**src/rtl/core/tqvg_pkg.sv**
```systemverilog
// Package for the terrain quad vertex generator: types and constants.
// No dependencies.
`timescale 1ns / 1ps
package tqvg_pkg;
  localparam logic [1:0] SideTop   = 2'd0;
  localparam logic [1:0] SideFront = 2'd1;
  localparam logic [1:0] SideRight = 2'd2;

  localparam logic [1:0] RegGridScale = 2'd0;
  localparam logic [1:0] RegAtlasCols = 2'd1;
  localparam logic [1:0] RegAtlasRows = 2'd2;

  typedef enum logic [4:0] {
    StIdle,
    StPos,
    StEdge,
    StCrossA,
    StCrossB,
    StCrossC,
    StMag,
    StShift,
    StSq,
    StSqrtGo,
    StSqrtWait,
    StNrmGo,
    StNrmWait,
    StIdGo,
    StIdWait,
    StAtGo,
    StAtWait,
    StEmit
  } seq_state_e;

  // Request to the shared divider / root unit.
  typedef struct packed {
    logic        start;
    logic        is_sqrt;
    logic [63:0] num;
    logic [47:0] den;
  } div_req_t;

  typedef struct packed {
    logic        done;
    logic [63:0] quo;
    logic [47:0] rem;
  } div_rsp_t;
endpackage

```
**src/rtl/core/tqvg_divsqrt.sv**
```systemverilog
// Shared bit-serial unsigned divider and integer square root.
// Depends on tqvg_pkg. One quotient or root bit per cycle.
`timescale 1ns / 1ps
module tqvg_divsqrt import tqvg_pkg::*; (
  input  logic     clk_i,
  input  logic     rst_ni,
  input  div_req_t req_i,
  output div_rsp_t rsp_o
);
  logic        busy_q, busy_d, sq_q, sq_d;
  logic [6:0]  cnt_q, cnt_d;
  logic [63:0] num_q, num_d, quo_q, quo_d;
  logic [63:0] rem_q, rem_d;
  logic [47:0] den_q, den_d;
  logic        done_q, done_d;
  logic [64:0] trial;
  logic [63:0] rs;

  always_comb begin
    busy_d = busy_q; sq_d = sq_q; cnt_d = cnt_q; num_d = num_q; quo_d = quo_q;
    rem_d = rem_q; den_d = den_q; done_d = 1'b0;
    trial = '0; rs = '0;
    if (req_i.start) begin
      busy_d = 1'b1; sq_d = req_i.is_sqrt; num_d = req_i.num; den_d = req_i.den;
      quo_d = '0; rem_d = '0;
      cnt_d = req_i.is_sqrt ? 7'd32 : 7'd64;
    end else if (busy_q) begin
      if (sq_q) begin
        // restoring root: take two bits of radicand per step
        rs = {rem_q[61:0], num_q[63:62]};
        trial = {1'b0, rs} - {1'b0, quo_q[61:0], 2'b01};
        num_d = {num_q[61:0], 2'b00};
        if (!trial[64]) begin
          rem_d = trial[63:0]; quo_d = {quo_q[62:0], 1'b1};
        end else begin
          rem_d = rs; quo_d = {quo_q[62:0], 1'b0};
        end
      end else begin
        rs = {rem_q[62:0], num_q[63]};
        trial = {1'b0, rs} - {17'd0, den_q};
        num_d = {num_q[62:0], 1'b0};
        if (!trial[64]) begin
          rem_d = trial[63:0]; quo_d = {quo_q[62:0], 1'b1};
        end else begin
          rem_d = rs; quo_d = {quo_q[62:0], 1'b0};
        end
      end
      cnt_d = cnt_q - 7'd1;
      if (cnt_q == 7'd1) begin
        busy_d = 1'b0; done_d = 1'b1;
      end
    end
  end

  always_ff @(posedge clk_i or negedge rst_ni) begin
    if (!rst_ni) begin
      busy_q <= 1'b0; done_q <= 1'b0; cnt_q <= '0; sq_q <= 1'b0;
    end else begin
      busy_q <= busy_d; done_q <= done_d; cnt_q <= cnt_d; sq_q <= sq_d;
    end
  end

  always_ff @(posedge clk_i) begin
    num_q <= num_d; quo_q <= quo_d; rem_q <= rem_d; den_q <= den_d;
  end

  assign rsp_o.done = done_q;
  assign rsp_o.quo  = quo_q;
  assign rsp_o.rem  = rem_q[47:0];
endmodule

```
**config.mk**
```make
export PLATFORM = sky130hd
export DESIGN_NAME = tqvg_divsqrt
export DESIGN_NICKNAME = d
export VERILOG_FILES = /design/src/rtl/core/tqvg_pkg.sv /design/src/rtl/core/tqvg_divsqrt.sv
export SDC_FILE = /design/constraint.sdc
export NUM_CORES = 1
export LEC_CHECK = 0
export BUFFER_PORTS_ARGS = -buffer_cell sky130_fd_sc_hd__buf_4
export CORE_UTILIZATION = 45
export DETAILED_ROUTE_END_ITERATION = 7
export PLACE_DENSITY = 0.71
export SYNTH_ARGS = -nofsm -noshare
export SYNTH_HDL_FRONTEND = slang
export SYNTH_SLANG_ARGS = --single-unit
```
**constraint.sdc**
```tcl
create_clock -name clk_i -period 3.6 [get_ports clk_i]
set_input_delay 0.18 -clock clk_i [delete_from_list [all_inputs] [get_ports clk_i]]
set_output_delay 0.18 -clock clk_i [all_outputs]
set_load 0.1 [all_outputs]
```
Word level (Yosys, flattened, before mapping)
Index checks and enable logic that the tools add are counted.

operators by class
  reductions and logical operators = 1
  eq/ne operators = 1
  multiplexer cells = 18
  add/subtract/negate cells = 3

operators by type and width
  cell                                              count
  two-way mux 64 bit                                3
  two-way mux 63 bit                                3
  subtractor 64 x 48 -> 65 bit                      1
  subtractor 64 x 64 -> 65 bit                      1
  two-way mux 7 bit                                 3
  two-way mux 1 bit                                 9
  == test 7 x 1 -> 1 bit, second input constant     1
  subtractor 7 x 1 -> 7 bit, second input constant  1
  nonzero test 2 bit                                1

word-level totals
  register bits after elaboration = 249
  input port bits = 116
  word-level logic and storage cells = 31

Depth between registers and ports, before layout
  word-level depth = 4
  gate-level depth with buffers = 16
  mapped depth without buffers = 14

Least setup slack after synthesis
OpenSTA, ideal clock, no wires.

  kind = register to register
  from = reg quo_q[19]
  to = reg rem_q[29]
  data arrival time = 3704 ps
  stages on the path, launching flop included = 16
  period minus slack after synthesis = 3846 ps
  path slack = -246 ps
  data required time = 3458 ps
  buffers on the path = 3
  path through = dfxtp_1 inv_1 ha_1 buf_4 a211oi_2 o21bai_1 o311ai_1 a21oi_1 a211oi_2 o311ai_4 a31oi_2 clkbuf_1 buf_2 o21ai_0 o21ai_0 o32ai_1

on the way
  word-level cells in the longest chain between the ends = 3

RTL lines
  what                          RTL line            RTL
  start: declaration            tqvg_divsqrt.sv:12  logic [63:0] num_q, num_d, quo_q, quo_d;
  start signal: assignment      tqvg_divsqrt.sv:64  num_q <= num_d; quo_q <= quo_d; rem_q <= rem_d; den_q <= den_d;
  subtractor 64 x 64 -> 65 bit  tqvg_divsqrt.sv:31  trial = {1'b0, rs} - {1'b0, quo_q[61:0], 2'b01};
  two-way mux 63 bit            tqvg_divsqrt.sv:33  if (!trial[64]) begin
  two-way mux 63 bit            tqvg_divsqrt.sv:28  if (sq_q) begin
  end signal: assignment        tqvg_divsqrt.sv:64
  end: declaration              tqvg_divsqrt.sv:13  logic [63:0] rem_q, rem_d;

Every way passes these cells.
A chain may end at the register's enable or synchronous reset.

Final worst setup path
  from = reg den_q[0]
  to = reg rem_q[52]

on the way
  word-level cells in the longest chain between the ends = 3

RTL lines
  what                          RTL line            RTL
  start: declaration            tqvg_divsqrt.sv:14  logic [47:0] den_q, den_d;
  start signal: assignment      tqvg_divsqrt.sv:64
  subtractor 64 x 48 -> 65 bit  tqvg_divsqrt.sv:40  trial = {1'b0, rs} - {17'd0, den_q};
  two-way mux 63 bit            tqvg_divsqrt.sv:42  if (!trial[64]) begin
  two-way mux 63 bit            tqvg_divsqrt.sv:28

Every way passes these cells.

==> run summary <==
headroom to the max-slew limit: 28.3%
hold depth: 2
commonest cells after routing, fill and taps aside: 417 x buf_4, 240 x nand2_1, 189 x a21oi_1
DRC errors left: 0
Final ANT Viol Nets: 0
fin. max-slew vios: 0
maximum VDD drop: 0.688 mV
Synth-to-Final Area Change: 31.6%
startpoint types: flip-flop
initial antenna violation count: 0
Setup Skew: 0.0204 ns
Post-synth EDFFs: 112
Clock Latency Late Sink: 0.59 ns
worst hold path startpoint: req_i[45]
period utilization: 98.7%
overall global routing resource usage: 28.0%
Post-Syn Area: 18600 sq um
final hold violations: 0
first-pass GRT wire length: 94.0 mm
sequential fraction of the synthesis area: 33.1%
CTS tree: yes
TritonRoute pass-1 iters: 6
CTS Buf Count: 30
Site Rows: 74
Mapped Cells: 2226
Via density: 5.78
type of the worst setup path: reg -> reg
flop2flop setup slack: 0.05 ns
Max Clk Rate: 281 MHz
hold crit path type: in -> reg
async set-reset flop share out of synthesis: 4.02%
final setup vio count: 0
Initial Utilization: 45.6%
proportion of layout cells with a drive suffix above 1: 22.7%
CTS max path bufs: 3
CTS root buffer: clkbuf_16
Crit-path slowest cell: edfxtp_1
post-DP HPWL: 43.8 mm
Top FF cell, synth: dfxtp_1
worst reg-to-reg path cell count: 13
fin crit period: 3.55 ns
PortBufs: 228
fill count: 3473
Worst path max stage delay: 0.41 ns
Die X-Extent: 205 um
H-tree levels: 1
crit-path cells: ha_4, fa_2, nand2b_4, a21o_4, a211oi_4, o31ai_4, o2111a_2, o31ai_4, a211oi_4, buf_12, nor3_1, mux2i_1, o21ai_1
Die ar.: 42200 sq um
CP endpoint kind: flip-flop
post-synthesis cell type count: 87
Antenna diodes: 0
routability cong.: 0.942
drt wl/cell: 19.4 um
Syn Area/Cell: 8.36 sq um
Post-Route WL: 61.9 mm
Worst EP arrival: 4.00 ns
unrepaired setup endpoints after global routing: true
ranking of synthesized cells by area: edfxtp_1 18%, dfxtp_1 14%, ha_1 7.6%, mux2i_1 7.2%, a21oi_1 5.4%
synthesis-stage register bit count: 249
Remaining Overflow, GRT: 0
critical path peak fanout: 37
Reg-to-Reg Start: den_q[0]
Hold WS: 0.309 ns
clock sink count: 249
vias: 18500
WP data required: 4.04 ns
initial drt markers: 1472
PD cells: 927 nW/um^2
Yosys top cell area share: 18.1%
commonest non-fill, non-tap cell in the layout: buf_4
I/O pin count: 229
Worst-path clk slew: 0.06 ns
DIE HEIGHT: 205 um
# Max-Cap Violations: 0
pin count of the biggest net entering global routing: 133
WHS Endpoint: den_q[45]
core area: 40800 sq um
Pwr Total: 22.7 mW
worst reg2reg path endpoint: rem_q[52]
syn_nets: 2456
vias in the first global route: 17400
FF+latch area: 6200 sq um
Leakage: 11.0 nW
Ys Warns: 0
multi-input logic area: 11400 sq um
Finished Core Util: 60.0%
# nets final: 2868
Yosys top cell by area: edfxtp_1
status: completed
worst slew pin tran: 1.08 ns
-- worst max-delay path by stage --
stage / start / to / slack (ns) / depth (start not counted)
CTS: num_q[63] / rem_q[58] / 0.004 / 14
global placement: num_q[63] / rem_q[61] / 0.008 / 15
finish: den_q[0] / rem_q[52] / 0.05 / 13
floorplan: quo_q[24] / rem_q[29] / 0.01 / 14
detailed placement: num_q[63] / rem_q[61] / -0.11 / 15
global route: num_q[63] / rem_q[58] / -0.09 / 15
-- cells by family after synthesis --
group / after synthesis / share of synthesized area (%)
XOR/XNOR: 115 / 5.41
adder cells (fa/ha/maj): 114 / 7.70
AO/OA/AOI/OAI: 683 / 23.8
buffers and inverters: 328 / 7.89
AND/OR/NAND/NOR: 601 / 14.8
multiplexers: 136 / 7.33
flip-flops: 249 / 33.1
-- critical path, delay by kind of cell (launching register included) --
kind	cells	cell delay [ns]
AO/OA/AOI/OAI	7	1.50
adder cells (fa/ha/maj)	2	0.58
buffers and inverters	1	0.21
flip-flops	1	0.41
multiplexers	1	0.23
AND/OR/NAND/NOR	2	0.47
-- power by group --
group          internal [mW]  total [mW]  switching, mW
sequential              3.50        4.03          0.530
clock                   1.91        3.18           1.27
combinational           6.19        15.5           9.30
-- flip-flops by register name (all words and copies together), names as in the netlist --
register and cells:
num_q 64, quo_q 64, rem_q 63, den_q 48, cnt_q 7, busy_q 1
done_q 1, sq_q 1
-- area by class of cell --
class | instances | area share (%)
inverter | 156 | 2.39
clock buffer | 40 | 3.43
clock inverter | 16 | 0.731
sequential | 249 | 25.3
tap | 532 | 2.72
timing repair buffer | 552 | 19.0
multi-input combinational | 1649 | 46.4
-- metal layers --
layer,GRT usage (%),wire length (um),part of all wire [%]
met5,0,0,0
met3,3.91,3790,6.1
met4,9.21,1950,3.1
met1,37.3,27000,44
met2,46.6,29200,47
-- synthesized netlist by cell type (31+ instances only) --
| cell type | number |
|---|---|
| nand2_1 | 240 |
| a21oi_1 | 199 |
| nor2_1 | 169 |
| inv_1 | 155 |
| mux2i_1 | 134 |
| o21ai_0 | 134 |
| dfxtp_1 | 127 |
| ha_1 | 113 |
| edfxtp_1 | 112 |
| clkbuf_1 | 80 |
| o211ai_1 | 60 |
| xnor2_1 | 59 |
| xor2_1 | 56 |
| a21o_1 | 54 |
| buf_4 | 53 |
| nand4_1 | 32 |
| o21ai_1 | 31 |
-- per-stage QoR --
step                TNS [ns]  cells  setup slack [ns]  instance area, sq um
global placement           0   3002           0.00785                 21700
finish                     0   3194            0.0452                 24500
detailed placement    -0.944   3002            -0.109                 21700
CTS                        0   3175           0.00363                 23900
floorplan                  0   2226            0.0125                 18600
global route           -1.13   3194           -0.0896                 24500
-- timing repair --
action | CTS | global route
endpoints found under the hold margin | 132 | 0
resized for setup | 4 | 80
pin swaps | 1 | 30
cloned | 0 | 4
buffers inserted | 1 | 15
hold buffers | 116 | 0
setup endpoints to repair | 28 | 55
No activity file was read; power rests on OpenSTA's default activity.
